File: src/hw/rtl/fcr_pkg.sv
`default_nettype none

package fcr_pkg;

   localparam logic [7:0] START_BYTE         = 8'h3A;
   localparam logic [7:0] BROADCAST_ADDR     = 8'hFF;
   localparam logic [7:0] HEADER_LEN         = 8'd5;
   localparam logic [7:0] NODE_ADDRESS_RESET = 8'd4;

   localparam logic EVENT_PAYLOAD   = 1'b0;
   localparam logic EVENT_FRAME_END = 1'b1;

   typedef struct packed {
      logic       event_kind;
      logic [7:0] function_code;
      logic [7:0] subfunction_code;
      logic [7:0] payload_index;
      logic [7:0] payload_byte;
      logic [7:0] payload_length;
   } rsp_item_type;

endpackage

`default_nettype wire

File: src/hw/rtl/fcr_parser.sv
`default_nettype none

module fcr_parser (
   input  wire logic                 clock,
   input  wire logic                 reset,
   input  wire logic                 beat_valid,
   input  wire logic [7:0]           rx_byte,
   input  wire logic                 csr_wr_en,
   input  wire logic [7:0]           csr_wr_data,
   output logic                      res_valid,
   output fcr_pkg::rsp_item_type     res
);
   import fcr_pkg::*;

   localparam logic [1:0] PH_IDLE    = 2'd0;
   localparam logic [1:0] PH_HEADER  = 2'd1;
   localparam logic [1:0] PH_PAYLOAD = 2'd2;

   logic [1:0] phase_ff, phase_in;
   logic [7:0] count_ff, count_in;
   logic [7:0] address_ff, address_in;
   logic [7:0] function_ff, function_in;
   logic [7:0] subfunction_ff, subfunction_in;
   logic [7:0] length_ff, length_in;
   logic [7:0] node_address_ff;

   always_comb begin
      logic       take_header;
      logic [7:0] hdr_cnt;
      logic [7:0] hdr_next;
      take_header    = 1'b0;
      hdr_cnt        = count_ff;
      hdr_next       = count_ff + 8'd1;
      phase_in       = phase_ff;
      count_in       = count_ff;
      address_in     = address_ff;
      function_in    = function_ff;
      subfunction_in = subfunction_ff;
      length_in      = length_ff;
      res_valid      = 1'b0;
      res.event_kind       = EVENT_PAYLOAD;
      res.function_code    = function_ff;
      res.subfunction_code = subfunction_ff;
      res.payload_index    = count_ff;
      res.payload_byte     = rx_byte;
      res.payload_length   = length_ff;

      if (beat_valid) begin
         unique case (phase_ff)
            PH_PAYLOAD: begin
               res_valid = 1'b1;
               if (count_ff < length_ff) begin
                  count_in = count_ff + 8'd1;
               end else begin
                  res.event_kind    = EVENT_FRAME_END;
                  res.payload_index = 8'd0;
                  res.payload_byte  = 8'd0;
                  phase_in          = PH_IDLE;
                  count_in          = 8'd0;
               end
            end
            PH_HEADER: begin
               take_header = 1'b1;
            end
            default: begin
               // idle, and the unused code falls back to idle
               phase_in = PH_IDLE;
               if (rx_byte == START_BYTE) begin
                  take_header = 1'b1;
                  hdr_cnt     = 8'd0;
               end
            end
         endcase

         if (take_header) begin
            hdr_next = hdr_cnt + 8'd1;
            case (hdr_cnt)
               8'd1:    address_in     = rx_byte;
               8'd2:    function_in    = rx_byte;
               8'd3:    subfunction_in = rx_byte;
               8'd4:    length_in      = rx_byte;
               default: ;
            endcase
            if (hdr_next >= HEADER_LEN) begin
               // address byte came in on an earlier beat
               if (address_ff == node_address_ff || address_ff == BROADCAST_ADDR) begin
                  phase_in = PH_PAYLOAD;
               end else begin
                  phase_in = PH_IDLE;
               end
               count_in = 8'd0;
            end else begin
               phase_in = PH_HEADER;
               count_in = hdr_next;
            end
         end
      end
   end

   always_ff @(posedge clock) begin
      if (reset) begin
         phase_ff        <= PH_IDLE;
         count_ff        <= 8'd0;
         address_ff      <= 8'd0;
         function_ff     <= 8'd0;
         subfunction_ff  <= 8'd0;
         length_ff       <= 8'd0;
         node_address_ff <= NODE_ADDRESS_RESET;
      end else begin
         phase_ff       <= phase_in;
         count_ff       <= count_in;
         address_ff     <= address_in;
         function_ff    <= function_in;
         subfunction_ff <= subfunction_in;
         length_ff      <= length_in;
         if (csr_wr_en) begin
            node_address_ff <= csr_wr_data;
         end
      end
   end

endmodule

`default_nettype wire

File: src/hw/rtl/fcr_rsp_queue.sv
`default_nettype none

module fcr_rsp_queue (
   input  wire logic                 clock,
   input  wire logic                 reset,
   input  wire logic                 push,
   input  wire fcr_pkg::rsp_item_type push_item,
   output logic                      full,
   output logic                      pop_valid,
   input  wire logic                 pop_ready,
   output fcr_pkg::rsp_item_type     pop_item
);
   import fcr_pkg::*;

   rsp_item_type entry_ff [2];
   logic       wr_ptr_ff, wr_ptr_in;
   logic       rd_ptr_ff, rd_ptr_in;
   logic [1:0] count_ff, count_in;
   logic       pop;

   assign full      = (count_ff == 2'd2);
   assign pop_valid = (count_ff != 2'd0);
   assign pop_item  = entry_ff[rd_ptr_ff];
   assign pop       = pop_valid && pop_ready;

   always_comb begin
      wr_ptr_in = push ? ~wr_ptr_ff : wr_ptr_ff;
      rd_ptr_in = pop ? ~rd_ptr_ff : rd_ptr_ff;
      count_in  = count_ff;
      if (push && !pop) begin
         count_in = count_ff + 2'd1;
      end else if (pop && !push) begin
         count_in = count_ff - 2'd1;
      end
   end

   always_ff @(posedge clock) begin
      if (push) begin
         entry_ff[wr_ptr_ff] <= push_item;
      end
   end

   always_ff @(posedge clock) begin
      if (reset) begin
         wr_ptr_ff <= 1'b0;
         rd_ptr_ff <= 1'b0;
         count_ff  <= 2'd0;
      end else begin
         wr_ptr_ff <= wr_ptr_in;
         rd_ptr_ff <= rd_ptr_in;
         count_ff  <= count_in;
      end
   end

endmodule

`default_nettype wire

File: src/hw/rtl/framed_command_receiver_unit.sv
`default_nettype none
// a result beat is registered in the result queue and offered once the results ahead of it are taken
// throughput: one byte per cycle while the result queue is not full, set by the header/payload state machine
// a two-entry result queue keeps bytes flowing while a result waits to be taken
// synchronous active-high reset: receiver idle, header fields zero, node address 4,
// result queue empty

module framed_command_receiver_unit (
   input  wire logic        clock,
   input  wire logic        reset,
   input  wire logic        req_tvalid,
   output logic             req_tready,
   input  wire logic [7:0]  req_tdata,   // rx_byte
   output logic             rsp_tvalid,
   input  wire logic        rsp_tready,
   output logic [39:0]      rsp_tdata,   // function_code, subfunction_code, payload_index,
                                         // payload_byte, payload_length
   output logic             rsp_tuser,   // event_kind
   input  wire logic        csr_wr_en,
   input  wire logic [7:0]  csr_wr_data
);
   import fcr_pkg::*;

   logic         beat_valid;
   logic         res_valid;
   logic         queue_full;
   rsp_item_type res;
   rsp_item_type head;

   assign req_tready = !queue_full;
   assign beat_valid = req_tvalid && req_tready;

   fcr_parser u_parser (
      .clock       (clock),
      .reset       (reset),
      .beat_valid  (beat_valid),
      .rx_byte     (req_tdata),
      .csr_wr_en   (csr_wr_en),
      .csr_wr_data (csr_wr_data),
      .res_valid   (res_valid),
      .res         (res)
   );

   fcr_rsp_queue u_rsp_queue (
      .clock     (clock),
      .reset     (reset),
      .push      (res_valid),
      .push_item (res),
      .full      (queue_full),
      .pop_valid (rsp_tvalid),
      .pop_ready (rsp_tready),
      .pop_item  (head)
   );

   assign rsp_tuser = head.event_kind;
   assign rsp_tdata = {head.payload_length, head.payload_byte, head.payload_index,
                       head.subfunction_code, head.function_code};

endmodule

`default_nettype wire

File: config.mk
export PLATFORM = sky130hd
export DESIGN_NAME = framed_command_receiver_unit
export DESIGN_NICKNAME = d
export VERILOG_FILES = /design/src/hw/rtl/fcr_pkg.sv /design/src/hw/rtl/fcr_parser.sv /design/src/hw/rtl/fcr_rsp_queue.sv /design/src/hw/rtl/framed_command_receiver_unit.sv
export SDC_FILE = /design/constraint.sdc
export NUM_CORES = 1
export LEC_CHECK = 0
export BUFFER_PORTS_ARGS = -buffer_cell sky130_fd_sc_hd__clkbuf_2
export CAP_MARGIN = 10
export CORE_ASPECT_RATIO = 0.9
export CORE_UTILIZATION = 50
export CTS_CLUSTER_SIZE = 8
export DETAILED_ROUTE_END_ITERATION = 8
export PLACE_DENSITY_LB_ADDON = 0.15
export SYNTH_ARGS = -nofsm -noshare
export SYNTH_HDL_FRONTEND = slang
export SYNTH_SLANG_ARGS = --single-unit
File: constraint.sdc
create_clock -name clock -period 2.9 [get_ports clock]
set_input_delay 0.29 -clock clock [delete_from_list [all_inputs] [get_ports clock]]
set_output_delay 0.29 -clock clock [all_outputs]
set_load 0.005 [all_outputs]
### Word-level counts from Yosys, hierarchy flattened

Memories as Yosys holds them, arrays and structs flattened. A register that Yosys moved wholly into a read port is not among the register bits.
Index checks and enable logic that the tools add are counted.

| cells by class | value |
|---|---|
| add/subtract/negate cells | 4 |
| $mul | 0 |
| divide/modulo/power cells | 0 |
| magnitude comparators | 2 |
| eq/ne operators | 12 |
| shift operators | 0 |
| mux-type cells | 29 |
| bitwise logic cells | 2 |
| reduce and logical (&&, ||, !) cells | 18 |

Operators with widths:

| operator | count |
|---|---|
| 8-bit two-way mux | 7 |
| 16-bit two-way mux | 3 |
| 8-bit by 1-bit adder with 8-bit output (second input constant) | 2 |
| 8-bit by 2-bit == test with 1-bit output (second input constant) | 2 |
| 3-bit AND reduction | 5 |
| 2-bit two-way mux | 6 |
| 1-bit two-way mux | 11 |
| 8-bit by 1-bit == test with 1-bit output (second input constant) | 1 |
| 8-bit by 3-bit == test with 1-bit output (second input constant) | 1 |
| 8-bit by 6-bit == test with 1-bit output (second input constant) | 1 |
| 8-bit == test | 1 |
| 8-bit == test (second input constant) | 1 |
| 8-bit by 3-bit >= comparator with 1-bit output (second input constant) | 1 |
| 8-bit < comparator | 1 |
| 2-bit nonzero test | 3 |
| 2-bit == test (second input constant) | 2 |
| 1-bit logical AND | 4 |
| 2-bit one-hot mux with 2 select lines | 1 |
| 1-bit zero test | 3 |
| 3-bit inequality test (second input constant) | 1 |
| 2-bit by 1-bit adder with 2-bit output (second input constant) | 1 |
| 2-bit by 1-bit == test with 1-bit output (second input constant) | 1 |
| 2-bit by 1-bit inequality test with 1-bit output (second input constant) | 1 |
| 1-bit NOT | 2 |
| other kinds (5) | 5 |

| word-level totals | value |
|---|---|
| register bits | 54 |
| latch bits | 0 |
| memory bits (writable) | 82 |
| ROM bits | 0 |
| input bits | 21 |
| output and inout port bits | 43 |
| logic and storage cells | 78 |
| memories | 1 |

Memory list:

| memory | words | bits a word | rd ports | clocked after Yosys merged registers in | write ports | line | RTL |
|---|---|---|---|---|---|---|---|
| u_rsp_queue.entry_ff | 2 | 41 | 1 | 1 | 1 | fcr_rsp_queue.sv:15 | `rsp_item_type entry_ff [2];` |

### Depth between registers and ports, before layout

Gate-level depths: netlist of the first run.

| logic depth | value |
|---|---|
| word-level depth | 8 |
| mapped depth | 15 |

### Hierarchy

From an unflattened synthesis of the first run, not the netlist that was laid out.

| unflattened totals | value |
|---|---|
| cell total of the unflattened synthesis | 465 |
| area total of the unflattened synthesis | 5815.6 um^2 |

Modules (own cells, without submodules):

| module | times used | cells each | area an instance (um^2) | seq. area each (um^2) |
|---|---|---|---|---|
| fcr_rsp_queue | 1 | 150 | 3160.5 | 2562.5 |
| fcr_parser | 1 | 313 | 2645.0 | 1001.0 |
| framed_command_receiver_unit | 1 | 2 | 10.0 | 0.0 |

### Worst setup path before layout of the first run

Ideal clock, no wire load.

| timing path | value |
|---|---|
| path type | register to register |
| from | reg u_rsp_queue.count_ff[0] |
| to | mem u_rsp_queue.entry_ff[0][0] (netlist name) (enable) |
| setup time | 0.439 ns |
| arrival | 2.639 ns |
| setup slack | -0.179 ns |
| stages on the path, launching flop included | 6 |
| path buffers | 1 |
| cells stage by stage | dfxtp_1 -> nand2b_1 -> and2_1 -> clkbuf_1 -> nand2_1 -> nor2_1 |

| between the ends | value |
|---|---|
| cells in the longest elaborated chain, start to end | 6 |

Ends and longest elaborated chain:

| element | line | RTL |
|---|---|---|
| start, declared | fcr_rsp_queue.sv:18 | `logic [1:0] count_ff, count_in;` |
| start signal, assigned | fcr_rsp_queue.sv:51 | `count_ff <= count_in;` |
| 2-bit == test | fcr_rsp_queue.sv:21 | `assign full = (count_ff == 2'd2);` |
| 1-bit zero test | framed_command_receiver_unit.sv:30 | `assign req_tready = !queue_full;` |
| net req_tready | framed_command_receiver_unit.sv:12 | `output logic req_tready,` |
| 1-bit logical AND | framed_command_receiver_unit.sv:31 | `assign beat_valid = req_tvalid && req_tready;` |
| 1-bit two-way mux | fcr_parser.sv:48 | `if (beat_valid) begin` |
| 1-bit two-way mux | fcr_rsp_queue.sv:38 | `if (push) begin` |
| 1-bit two-way mux (not written as such) | fcr_rsp_queue.sv:39 | `entry_ff[wr_ptr_ff] <= push_item;` |
| end, declared | fcr_rsp_queue.sv:15 |  |

The timed path passes the listed nets, and every way through them passes these cells.

### Worst setup path after layout of the first run

| timing path | value |
|---|---|
| from | reg u_parser.phase_ff[0] |
| to | reg u_parser.count_ff[1] |

| between the ends | value |
|---|---|
| cells in the longest elaborated chain, start to end | 8 |
| elaborated cells between the ends (all ways) | 13 |
| classes of those cells | add/sub: 1; order compare: 1; eq/ne: 2; mux: 6; reduce/logical: 3 |

Ends and longest elaborated chain:

| element | line | RTL |
|---|---|---|
| start, declared | fcr_parser.sv:19 | `logic [1:0] phase_ff, phase_in;` |
| start signal, assigned | fcr_parser.sv:110 | `phase_ff <= phase_in;` |
| 2-bit == test / 2-bit by 1-bit == test with 1-bit output (equally long branches) | fcr_parser.sv:49 | `unique case (phase_ff)` |
| 2-bit OR reduction (no line) | - |  |
| 8-bit two-way mux | fcr_parser.sv:49 |  |
| 8-bit two-way mux | fcr_parser.sv:48 |  |
| 8-bit by 1-bit adder with 8-bit output | fcr_parser.sv:76 | `hdr_next = hdr_cnt + 8'd1;` |
| 8-bit by 3-bit >= comparator with 1-bit output | fcr_parser.sv:84 | `if (hdr_next >= HEADER_LEN) begin` |
| 8-bit two-way mux | fcr_parser.sv:84 |  |
| 8-bit two-way mux | fcr_parser.sv:75 | `if (take_header) begin` |
| end signal, assigned | fcr_parser.sv:111 | `count_ff <= count_in;` |
| end, declared | fcr_parser.sv:20 | `logic [7:0] count_ff, count_in;` |

Several ways; a longest one is shown, not always the timed one. The select of a mux whose other input is x is not followed.
A chain may end at the register's enable or synchronous reset.

==> results of run 1 <==
## cell usage in the layout (no fill, tap or decap), types with 17 or more instances in the layout
cell type / Yosys / final
dfxtp_1: 55 / 54
nor2_1: 39 / 38
a21oi_1: 23 / 23
inv_1: 18 / 18
edfxtp_1: 82 / 82
nand3_1: 19 / 19
clkbuf_16: 0 / 17
mux2i_1: 24 / 24
mux2_2: 41 / 41
clkbuf_2: 0 / 63
nand2_1: 25 / 25
buf_4: 1 / 30
## per-layer routing
metal  GRT usage, %  vias to the layer above  share of wire, %
met3           6.06                       28               5.9
met1           28.1                     1892                45
met5              0                        -                 0
met2           33.7                      150                46
li1               -                     1869                 -
met4           9.80                        0               2.5
## sequential cells by signal, summed over array words and instances (netlist names), named ones only
signal and cells:
u_rsp_queue.entry_ff 82, u_parser.address_ff 8, u_parser.count_ff 8, u_parser.function_ff 8
u_parser.length_ff 8, u_parser.node_address_ff 8, u_parser.subfunction_ff 8, u_parser.phase_ff 2
u_rsp_queue.count_ff 2, u_rsp_queue.rd_ptr_ff 1, u_rsp_queue.wr_ptr_ff 1
## Yosys cell counts (4+ instances only)
| library cell | count |
|---|---|
| edfxtp_1 | 82 |
| dfxtp_1 | 55 |
| mux2_2 | 41 |
| nor2_1 | 39 |
| nand2_1 | 25 |
| mux2i_1 | 24 |
| a21oi_1 | 23 |
| nand3_1 | 19 |
| clkbuf_1 | 18 |
| inv_1 | 18 |
| ha_1 | 17 |
| and2_1 | 16 |
| xnor2_1 | 11 |
| nand4_1 | 9 |
| o21ai_0 | 7 |
| xor2_1 | 7 |
| nand2b_1 | 5 |
| a31oi_1 | 4 |
## critical path: stages (launching register included)
cell       delay [ns]
dfxtp_1          0.36
inv_1            0.09
ha_4             0.30
nand4bb_4        0.13
or3_4            0.43
nand2_1          0.10
inv_1            0.08
ha_2             0.22
nand2b_1         0.08
a21o_1           0.12
o2111ai_1        0.16
a2bb2oi_2        0.19
a22oi_1          0.11
o31ai_1          0.23
## per-stage QoR
| stage | instance area (µm²) | instances | TNS [ns] |
|---|---|---|---|
| 3_3_place_gp | 6480 | 690 | 0 |
| 5_1_grt | 7190 | 723 | -0.0248 |
| 4_1_cts | 7150 | 722 | 0 |
| 6_report | 7190 | 723 | 0 |
| 3_5_place_dp | 6480 | 690 | 0 |
| 2_1_floorplan | 5820 | 466 | 0 |
## final timing paths
path / startpoint / cells after the start / slack (ns) / to
max: u_parser.phase_ff[0] / 13 / 0.19 / u_parser.count_ff[1]
min: csr_wr_data[2] / 2 / 0.09 / u_parser.node_address_ff[2]
max reg2reg: u_parser.phase_ff[0] / 13 / 0.19 / u_parser.count_ff[1]
min reg2reg: u_parser.function_ff[1] / 0 / 0.45 / u_rsp_queue.entry_ff[0][33]
## area by class of cell
type	instances	area, µm²
fill	858	3890
sequential	137	3560
multi-input combinational	290	2150
timing repair buffer	94	561
clock buffer	19	443
clock inverter	13	214
tap	152	190
inverter	18	67.6
## timing repair
item | 4_1_cts | 5_1_grt
resized for setup | 1 | 5
buffers inserted | 0 | 1
pin swaps | 0 | 4
endpoints found under the setup margin | 1 | 4
cloned | 0 | 0
hold buffers | 0 | 0
## power groups by stage
stage	Combinational [W]	Sequential, W	Clock (W)
floorplan	0.0000422	0.00209	0
detailed placement	0.0000887	0.00210	0
global placement	0.0000867	0.00210	0
CTS	0.0000893	0.00206	0.00241
finish	0.0000911	0.00206	0.00237
global route	0.0000991	0.00205	0.00249
## kinds of logic after synthesis
group / Yosys count
buf+inv: 39
flops: 137
xor+xnor: 18
simple gates: 134
mux: 65
fa+ha+maj: 17
compound gates: 56
==> results.py, run 1 <==
metrics = {
    "placement": {
        "io_buffers": 63,
        "place.gp.congestion": 0.951,
        "dpl.hpwl_um": 8210,
        "dp_slack_ns": 0.0221,
    },
    "route": {
        "ant_nets": 0,
        "routed_wl_um": 12300,
        "wire_per_inst_um": 17.1,
        "drtPass1Iterations": 5,
        "drcViolationCount": 0,
        "num_vias": 3939,
        "viasPerCell": 5.45,
        "drt_iter0_markers": 351,
    },
    "grt": {
        "grt_pass1_vias": 3866,
        "antenna_found_initial": 0,
        "grt_max_degree": 42,
        "grt_pass1_wl_um": 19400,
        "grtUsageTotal_pct": 21.7,
        "grt_overflow_total": 0,
    },
    "synth": {
        "synth-compound-area-share_pct": 6.11,
        "synth_warnings": 0,
        "synth-edff-count": 82,
        "postSynthCellCount": 466,
        "ys_types": 49,
        "seq_area_frac_synth_pct": 61.3,
        "ys_top_cells_by_area": "edfxtp_1 42%, dfxtp_1 19%, mux2_2 7.9%",
        "syn_nets": 504,
        "synth_top_family_by_area": "multiplexers",
        "synth_mux_area_share_pct": 12.1,
        "yosysTopAreaCellShare_pct": 42.3,
        "synthSimpleGateAreaFrac_pct": 11.6,
        "synth_ff_type": "edfxtp_1",
        "synth_top_cell_by_area": "edfxtp_1",
        "synth_xor_area_share_pct": 2.71,
        "synthArstFlopShare_pct": 0,
        "syn_area_per_cell_um2": 12.5,
        "syn-cell-area_um2": 5810,
        "ys_seq_elements": 137,
        "synthAdderAreaFrac_pct": 3.66,
    },
    "sta": {
        "period_share_pct": 93.3,
        "max_freq_mhz": 370,
        "slew_viol_final": 0,
        "finalCriticalPeriod_ns": 2.71,
        "relSlewSlack_pct": 52.5,
        "fin_hold_ws_ns": 0.0853,
        "worst_slew_pin_slew_ns": 0.706,
        "final_hold_viol_count": 0,
        "clock_skew_ns": 0.00611,
        "fin_ws_ns": 0.195,
        "finalSetupViolCount": 0,
    },
    "pwr": {
        "p_comb_share_pct": 2.0,
        "ir_drop_uv": 410,
        "p_int_w": 0.00365,
        "swShare_pct": 19.3,
        "seq_power_share_pct": 45.5,
        "p_per_area_nw_per_um2": 628,
        "power.total_w": 0.00452,
        "p_sw_w": 0.000873,
        "leakagePower_nw": 2.93,
        "clkPwrFrac_pct": 52.5,
    },
    "clock_tree": {
        "cts_buffer_depth": 2,
        "clkTransAtPathRegs_ns": 0.06,
        "cts_sinks": 137,
        "htreeDepth": 4,
        "clock_latency_ns": 0.41,
        "cts_made_buffers": 17,
        "cts_tree": "yes",
        "root_buffer": "clkbuf_16",
    },
    "critical_path": {
        "start_kind": "flop",
        "crit_path_end_kind": "flop",
        "criticalPathCategory": "reg2reg",
        "cp.required_ns": 3.22,
        "arrival_ns": 3.03,
        "cp_max_fo": 6,
    },
    "floorplan": {
        "pin_count": 64,
        "dieArea_um2": 12100,
        "rows": 36,
        "start_util_pct": 52.5,
        "die_h_um": 104,
        "die-width_um": 116,
        "coreArea_um2": 11100,
    },
    "finish": {
        "final_core_util_pct": 64.9,
        "drive_above_1_share_pct": 31.3,
        "area_growth_pct": 23.7,
        "antenna_cells": 0,
        "nets": 596,
    },
    "run": {
        "maxCapViolCount": 0,
    },
    "run_status": {
        "status": "completed",
    },
    "worst_hold_path": {
        "hold_class": "in2reg",
    },
}
(Power assumes the default switching activity.)
==> run 2, diff against run 1 <==
--- a/config.mk
+++ b/config.mk
@@ -5,6 +5,7 @@
 export SDC_FILE = /design/constraint.sdc
 export NUM_CORES = 1
 export LEC_CHECK = 0
+export ABC_AREA = 1
 export BUFFER_PORTS_ARGS = -buffer_cell sky130_fd_sc_hd__clkbuf_2
 export CAP_MARGIN = 10
 export CORE_ASPECT_RATIO = 0.9
==> constraint.sdc (replaced) <==
create_clock -name clock -period 2.6 [get_ports clock]
set_input_delay 0.26 -clock clock [delete_from_list [all_inputs] [get_ports clock]]
set_output_delay 0.26 -clock clock [all_outputs]
set_load 0.005 [all_outputs]
==> run 2 against run 1 <==
Against the previous run: flip-flop and latch count unchanged; area after synthesis about the same; die area barely moved; non-clock buffer count down 19; clock skew up 0.0032 ns; synthesized cell count increased by 8.4%; critical path type unchanged; routed wire length down 4.3%; fmax up 12%.
==> results.py, run 2 <==
metrics = {
    "sta": {
        "worst_slew_pin_slew_ns": 0.627,
        "finalSetupViolCount": 0,
        "fin_setup_tns_ns": 0,
        "relSlewSlack_pct": 58.1,
        "clock_skew_ns": 0.00927,
        "max_freq_mhz": 413,
        "period_share_pct": 93.1,
        "finalCriticalPeriod_ns": 2.42,
        "slew_viol_final": 0,
        "final_hold_viol_count": 0,
    },
    "critical_path": {
        "arrival_ns": 2.74,
        "crit_path_end_kind": "flop",
        "criticalPathCategory": "reg2reg",
        "max_stage_delay_ns": 0.35,
        "cp_max_fo": 16,
        "r2r_setup_slack_ns": 0.18,
        "cp.required_ns": 2.92,
        "path_cells": "inv_1, ha_1, nand2_1, nor2_2, nand3_4, inv_4, nor2_4, inv_1, ha_1, nand3_1, nor2_4, nor2_1, a211oi_1",
        "critical-path-slowest-cell": "dfxtp_1",
        "start_kind": "flop",
    },
    "synth": {
        "ys_top_cells_by_count": "82 x edfxtp_1, 67 x nor2_1, 55 x dfxtp_1, 47 x nand2_1, 46 x inv_1",
        "synthArstFlopShare_pct": 0,
        "synth-edff-count": 82,
        "yosysTopAreaCellShare_pct": 42.4,
        "ys_types": 32,
        "synth_warnings": 0,
        "syn_nets": 543,
        "synth_top_cell_by_area": "edfxtp_1",
        "ys_top_cells_by_area": "edfxtp_1 42%, dfxtp_1 19%, mux2_2 7.9%",
        "seq_area_frac_synth_pct": 61.3,
        "postSynthCellCount": 505,
        "synth_ff_type": "edfxtp_1",
        "ys_seq_elements": 137,
        "syn-cell-area_um2": 5810,
        "syn_area_per_cell_um2": 11.5,
        "synth.most_common_cell": "edfxtp_1",
    },
    "route": {
        "drtPass1Iterations": 4,
        "routed_wl_um": 11800,
        "drcViolationCount": 0,
        "num_vias": 3882,
        "wire_per_inst_um": 15.8,
        "drt_iter0_markers": 163,
        "viasPerCell": 5.18,
        "ant_nets": 0,
    },
    "floorplan": {
        "die-width_um": 116,
        "die_h_um": 104,
        "pin_count": 64,
        "coreArea_um2": 11100,
        "dieArea_um2": 12100,
        "start_util_pct": 52.4,
        "rows": 36,
    },
    "finish": {
        "largest_reg_flops": 82,
        "antenna_cells": 0,
        "final_cell_mix": "82 x edfxtp_1, 63 x nor2_1, 63 x clkbuf_2",
        "layout_commonest_cell": "edfxtp_1",
        "area_growth_pct": 20.0,
        "top_register": "u_rsp_queue.entry_ff",
        "nets": 622,
        "drive_above_1_share_pct": 29.0,
    },
    "grt": {
        "grt_max_degree": 34,
        "grtUsageTotal_pct": 21.0,
        "grt_overflow_total": 0,
        "grt_pass1_wl_um": 18800,
        "antenna_found_initial": 0,
        "grt_pass1_vias": 3817,
    },
    "placement": {
        "dpl.hpwl_um": 8050,
        "io_buffers": 63,
        "place.gp.congestion": 0.906,
    },
    "clock_tree": {
        "cts_sinks": 137,
        "root_buffer": "clkbuf_16",
        "cts_buffer_depth": 2,
        "clock_latency_ns": 0.42,
        "htreeDepth": 4,
        "cts_made_buffers": 17,
        "cts_tree": "yes",
        "clkTransAtPathRegs_ns": 0.05,
    },
    "pwr": {
        "leakagePower_nw": 2.63,
        "power.total_w": 0.00560,
        "ir_drop_uv": 409,
        "p_per_area_nw_per_um2": 804,
    },
    "run_status": {
        "status": "completed",
    },
    "run": {
        "maxCapViolCount": 0,
    },
    "worst_hold_path": {
        "hold_class": "in2reg",
    },
}
[run 2: cell families after synthesis]
logic type               after synthesis  share of synthesized area, %
AO/OA/AOI/OAI                         84                          8.72
XOR/XNOR                              13                          1.96
buffers and inverters                 64                          4.72
adder cells (fa/ha/maj)               17                          3.66
multiplexers                          41                          7.95
flip-flops                           137                          61.3
AND/OR/NAND/NOR                      149                          11.7
[run 2: worst max-delay path, delay by kind of cell, from the launching register on]
family                   cells  cell delay, ns
flip-flops                   1            0.35
buffers and inverters        3            0.32
AND/OR/NAND/NOR              7            0.95
adder cells (fa/ha/maj)      2            0.49
AO/OA/AOI/OAI                1            0.21
[run 2: routing by layer]
metal / up-vias / GRT usage, % / share of wire [%]
met5: - / 0 / 0
met4: 0 / 6.32 / 1.0
met3: 10 / 6.64 / 5.4
met2: 106 / 32.0 / 46
met1: 1858 / 28.7 / 47
li1: 1908 / - / -
[run 2: through the flow]
step                      hold WS [ns]  utilization [%]  cell area [µm²]  setup slack [ns]  instances
after floorplan                  0.382                -             5810            -0.470        505
after global placement           0.428             57.3             6350             0.238        715
after detailed placement         0.433             57.3             6350            0.0823        715
after CTS                       0.0632             62.5             6930            0.0485        747
after global routing            0.0660             62.9             6970          -0.00467        749
final                           0.0633             62.9             6970             0.180        749
[run 2: worst paths after layout]
path / from / endpoint / depth (start not counted)
worst max-delay path: u_parser.phase_ff[0] / u_parser.length_ff[4] / 13
worst min-delay path: csr_wr_data[6] / u_parser.node_address_ff[6] / 3
worst max register to register: u_parser.phase_ff[0] / u_parser.length_ff[4] / 13
worst min register to register: u_parser.subfunction_ff[0] / u_rsp_queue.entry_ff[1][24] / 0
[run 2: timing repair]
item | in CTS | in global routing
buffers inserted | 0 | 2
endpoints found under the setup margin | 0 | 35
gates resized for setup | 0 | 6
hold buffers | 0 | 0
[run 2: layout make-up]
| type | count | area (µm²) |
|---|---|---|
| clock inverter | 11 | 123 |
| fill | 932 | 4110 |
| inverter | 49 | 186 |
| sequential | 137 | 3560 |
| multi-input combinational | 304 | 2000 |
| clock buffer | 21 | 450 |
| tap | 152 | 190 |
| timing repair buffer | 75 | 455 |
[run 2: power by group]
part / total [W] / switching [W] / leakage, nW / internal, W
registers: 0.00247 / 0.0000687 / 1.15 / 0.00240
clock network: 0.00231 / 0.000881 / 0.273 / 0.00143
logic: 0.000816 / 0.000436 / 1.20 / 0.000380
total: 0.00560 / 0.00139 / 2.63 / 0.00422
